### config.mk
export PLATFORM = sky130hd
export DESIGN_NAME = ltop_slice
export DESIGN_NICKNAME = d
export VERILOG_FILES = /design/src/hw/rtl/ltop_slice.sv
export SDC_FILE = /design/constraint.sdc
export NUM_CORES = 2
export LEC_CHECK = 0
export BUFFER_PORTS_ARGS = -buffer_cell sky130_fd_sc_hd__buf_4
export CAP_MARGIN = 20
export CORE_MARGIN = 5
export CORE_UTILIZATION = 55
export DETAILED_ROUTE_END_ITERATION = 10
export PLACE_DENSITY = 0.71
export REMOVE_ABC_BUFFERS = 1
export SLEW_MARGIN = 20
export SYNTH_ARGS = -nofsm -noshare
export SYNTH_HDL_FRONTEND = slang
export SYNTH_SLANG_ARGS = --single-unit
### constraint.sdc
create_clock -name clk -period 22.8 [get_ports clk]
set_clock_uncertainty 0.15 [all_clocks]
set_input_delay 3.42 -clock clk [delete_from_list [all_inputs] [get_ports clk]]
set_output_delay 3.42 -clock clk [all_outputs]
set_load 0.05 [all_outputs]
### src/hw/rtl/ltop_slice.sv
// Slice unit: wraps the midpoint into the box and scales it to a slice number.
`default_nettype none

module ltop_slice (
    input  wire logic        clk,
    input  wire logic        en,
    input  wire logic [23:0] prev_a,
    input  wire logic [23:0] next_a,
    input  wire logic [23:0] span,
    input  wire logic [8:0]  count,
    output logic [7:0]       slice
);

    localparam int ModStages = 13;
    localparam int DivStages = 4;

    logic [24:0] sum_reg;
    logic        neg_reg [0:ModStages];
    logic [24:0] mrem_reg [0:ModStages];
    logic [23:0] w_reg;
    logic [32:0] drem_reg [0:DivStages];
    logic [7:0]  dquo_reg [0:DivStages];

    always_ff @(posedge clk)
    begin
        if (en)
        begin
            sum_reg     <= {prev_a[23], prev_a} + {next_a[23], next_a};
            neg_reg[0]  <= sum_reg[24];
            mrem_reg[0] <= sum_reg[24] ? (25'd0 - sum_reg) : sum_reg;
        end
    end

    // Restoring remainder of the magnitude, two bits a stage.
    for (genvar j = 0; j < ModStages; j++)
    begin : g_mod
        localparam int K1 = 24 - 2 * j;
        localparam int K2 = 23 - 2 * j;
        logic [24:0] a;
        logic [24:0] b;
        always_comb
        begin
            a = mrem_reg[j];
            if (49'(a) >= (49'(span) << K1))
            begin
                a = 25'(49'(a) - (49'(span) << K1));
            end
        end
        if (K2 >= 0)
        begin : g_two
            always_comb
            begin
                b = a;
                if (49'(a) >= (49'(span) << K2))
                begin
                    b = 25'(49'(a) - (49'(span) << K2));
                end
            end
        end
        else
        begin : g_one
            assign b = a;
        end
        always_ff @(posedge clk)
        begin
            if (en)
            begin
                mrem_reg[j+1] <= b;
                neg_reg[j+1]  <= neg_reg[j];
            end
        end
    end

    always_ff @(posedge clk)
    begin
        if (en)
        begin
            if (neg_reg[ModStages] && (mrem_reg[ModStages] != '0))
            begin
                w_reg <= 24'(25'(span) - mrem_reg[ModStages]);
            end
            else
            begin
                w_reg <= mrem_reg[ModStages][23:0];
            end
            drem_reg[0] <= w_reg * count;
            dquo_reg[0] <= '0;
        end
    end

    for (genvar j = 0; j < DivStages; j++)
    begin : g_div
        localparam int K1 = 7 - 2 * j;
        localparam int K2 = 6 - 2 * j;
        logic [32:0] a;
        logic [32:0] b;
        logic [7:0]  qa;
        logic [7:0]  qb;
        always_comb
        begin
            a  = drem_reg[j];
            qa = dquo_reg[j];
            if (34'(a) >= (34'(span) << K1))
            begin
                a  = 33'(34'(a) - (34'(span) << K1));
                qa = qa | (8'd1 << K1);
            end
            b  = a;
            qb = qa;
            if (34'(a) >= (34'(span) << K2))
            begin
                b  = 33'(34'(a) - (34'(span) << K2));
                qb = qb | (8'd1 << K2);
            end
        end
        always_ff @(posedge clk)
        begin
            if (en)
            begin
                drem_reg[j+1] <= b;
                dquo_reg[j+1] <= qb;
            end
        end
    end

    assign slice = dquo_reg[DivStages];

endmodule

`default_nettype wire

==> results by group <==
Status
  – Status: finished clean

Place
  – Port Buf Inserts: 90
  – Pre-CTS worst setup slack: 10.84 ns
  – DP Wirelength: 109,600 um
  – Gpl congestion: 0.9391

Floorplan
  – Initial Util: 0.5515
  – Die area: 108,100 um2
  – Die H: 328.7 um
  – # IOs: 91
  – Core box area: 101,300 um2
  – Die width: 328.7 um
  – Row count: 117

Critical path
  – Element type at the critical path end: flip-flop
  – Arr. time, crit path: 11.68 ns
  – WP data required: 23.04 ns
  – WS Path Type: primary input to flip-flop
  – CP Max Fanout: 41
  – Setup crit start kind: primary input

Global routing
  – GRT Overall Usage: 0.2651
  – Top Usage Layer GRT: met2
  – Antenna violations before repair: 3
  – M1 GR Usage: 0.3687
  – Grt ovf: 0
  – Pin count of the biggest net entering global routing: 150
  – First-pass GRT wire length: 231,200 um
  – Grt met3 use: 0.03194
  – Met2 Track Usage GR: 0.4361
  – Number of global-route vias before repair: 43,755

Drt
  – Drt drc: 0
  – DR pass1 iterations: 6
  – Routed via count: 45,013
  – DR vias/cell: 6.049
  – WL final: 145,600 um
  – Drt wl/cell: 19.56 um
  – Final ANT Viol Nets: 0
  – Violation count after the first detailed-route iteration: 3,362

CTS
  – Root Buffer: clkbuf_16
  – CTS Buffer Depth: 3
  – Hold buffers post-CTS: 0
  – H-tree levels: 3
  – CTS Buf Count: 68
  – Reg clk slew, reported paths: 0.05 ns
  – Worst skew pair latency: 0.65 ns
  – Resize count post-CTS: 0
  – Clock sink count: 565
  – CTS tree: yes
  – Postcts setup bufs: 0

STA
  – Setup Viol. Count Final: 0
  – Worst setup margin: 11.36 ns
  – Max-slew violations: 0
  – Final period utilization: 0.5018
  – Worst rel slew slack: 0.2144
  – Slew @ Worst Pin: 1.168 ns
  – Final number of hold-violating endpoints: 0
  – RSZ-0062 raised after global routing: no
  – Minimum clock period: 11.44 ns
  – Max Freq: 0.08741 GHz
  – Setup TNS: 0 ns

Flow run
  – Max-cap violations: 0

Synth
  – Yosys warnings: 0
  – Register bit count reported by yosys: 565
  – Count of cell types in the netlist: 94
  – Cells after synthesis: 5,922
  – Post-synthesis sequential area ratio: 0.3037
  – Post-synth EDFFs: 565
  – Asr flop ratio synth: 0
  – Mean area per synthesized cell: 9.434 um2
  – Post-Syn Area: 55,870 um2
  – Synth Flop Type: edfxtp_1

Finish
  – Growth of design area from synthesis to finish: 8.506%
  – # fillers: 8,688
  – Nets: 6,906
  – Largest register FFs: 350
  – Fraction of layout cells with a size suffix above 1: 0.08762

Pwr
  – Cell area power density: 150.1 nW/um2
  – Design Power: 0.009100 W
  – Worst ir drop on vdd: 0.1765 mV
  – Leak: 25.65 nW

Min path
  – Min-delay worst type: flip-flop to flip-flop
==> worst paths after layout <==
check	startpoint	to	slack, ns	cells after the start
worst max-delay path	span[0]	drem_reg[0][105]	11.36	23
worst min register to register	dquo_reg[0][28]	dquo_reg[0][36]	0.27	0
worst max register to register	drem_reg[0][69]	drem_reg[0][105]	14.14	23
worst min-delay path	dquo_reg[0][28]	dquo_reg[0][36]	0.27	0
==> layout make-up <==
type	count	area, um2	share of cell area
multi-input cells	4759	36650	0.6045
inverters	477	1793	0.02958
diodes	2	5.005	0.00008256
repair buffers	147	1144	0.01887
clock buffers	72	1717	0.02832
clock inverters	52	638.1	0.01053
flip-flops and latches	565	16970	0.2799
well taps	1368	1712	0.02824
==> worst max-delay path: stages <==
cell and delay [ns]:
buf_4 0.39, ha_1 0.25, inv_1 0.06, fa_1 0.40
a21o_1 0.22, a221oi_2 0.33, o21ai_1 0.18, o311a_4 0.37
o311ai_4 0.26, nand3b_2 0.75, a21oi_1 0.60, ha_1 0.32
nand2b_1 0.10, a21oi_1 0.07, o21ai_0 0.30, a21oi_1 0.19
a22o_1 0.30, o211ai_1 0.25, a31oi_1 0.20, o31a_1 0.32
a2111oi_4 0.94, and2_1 0.98, mux2_1 0.40
==> cells in the mapped netlist, types with 30 or more instances <==
library cell / count / area share
a31oi_1: 32 / 0.0036
nor2b_1: 71 / 0.0080
nand2b_1: 66 / 0.0074
edfxtp_1: 565 / 0.30
or3_1: 31 / 0.0035
a21oi_1: 473 / 0.042
and3_1: 35 / 0.0039
clkbuf_1: 92 / 0.0062
nand2_1: 500 / 0.034
a211oi_1: 37 / 0.0050
xnor2_1: 314 / 0.049
nor2_1: 366 / 0.025
o21bai_1: 70 / 0.0094
o21a_1: 74 / 0.0099
nor3_1: 105 / 0.0094
nand4_1: 93 / 0.010
ha_1: 617 / 0.14
mux2_1: 30 / 0.0060
a21o_1: 214 / 0.029
xor2_1: 154 / 0.024
and2_1: 133 / 0.015
o21ai_0: 345 / 0.031
nand3_1: 93 / 0.0083
inv_1: 472 / 0.032
nor4_1: 63 / 0.0071
fa_1: 188 / 0.067
mux2_2: 213 / 0.043
o31ai_1: 55 / 0.0074
==> power breakdown <==
group          internal, W  leakage [nW]  switching (W)
Sequential         0.00166          5.50       0.000204
Combinational      0.00265          19.0        0.00344
Clock             0.000671          1.13       0.000477
==> per-stage QoR <==
step	util	hold slack, ns	instance area (um2)	cells
6_report	0.5984	0.2663	60620	7442
5_1_grt	0.5984	0.2714	60620	7442
4_1_cts	0.5983	0.2673	60610	7440
3_5_place_dp	0.5750	0.2545	58250	7316
3_3_place_gp	0.5748	0.2506	58230	7315
2_1_floorplan	-	0.2503	55350	5801
==> layer usage <==
| metal | vias to the layer above | share of wire |
|---|---|---|
| met2 | 1376 | 0.45 |
| met1 | 21553 | 0.45 |
| met4 | 0 | 0.032 |
| met5 | - | 0 |
| li1 | 21816 | - |
| met3 | 268 | 0.063 |
==> layout by cell type, fill, tap and decap left out, types with 55 or more instances in the layout <==
cell / count
nor2b_1: 71
xor2_1: 154
nor3_1: 105
o21bai_1: 70
mux2_2: 213
a21o_1: 214
buf_4: 144
nor4_1: 62
edfxtp_1: 565
o31ai_1: 55
xnor2_1: 314
a21oi_1: 472
and2_1: 133
nor2_1: 366
nand4_1: 93
clkbuf_16: 68
nand2_1: 500
o21ai_0: 345
nand3_1: 93
fa_1: 188
nand2b_1: 66
ha_1: 617
inv_1: 465
o21a_1: 73
==> cell families (layout without fill, tap and decap cells) <==
kind of cell	count (synthesis)	after routing	synth area share
AND/OR/NAND/NOR	1666	1666	0.1463
multiplexers	272	272	0.05418
buffers and inverters	598	748	0.04128
flip-flops	565	565	0.3037
XOR/XNOR	468	468	0.07337
AO/OA/AOI/OAI	1548	1548	0.1757
other	0	2	0
adder cells (fa/ha/maj)	805	805	0.2055
Note: power is estimated with default switching activity, not from simulation.
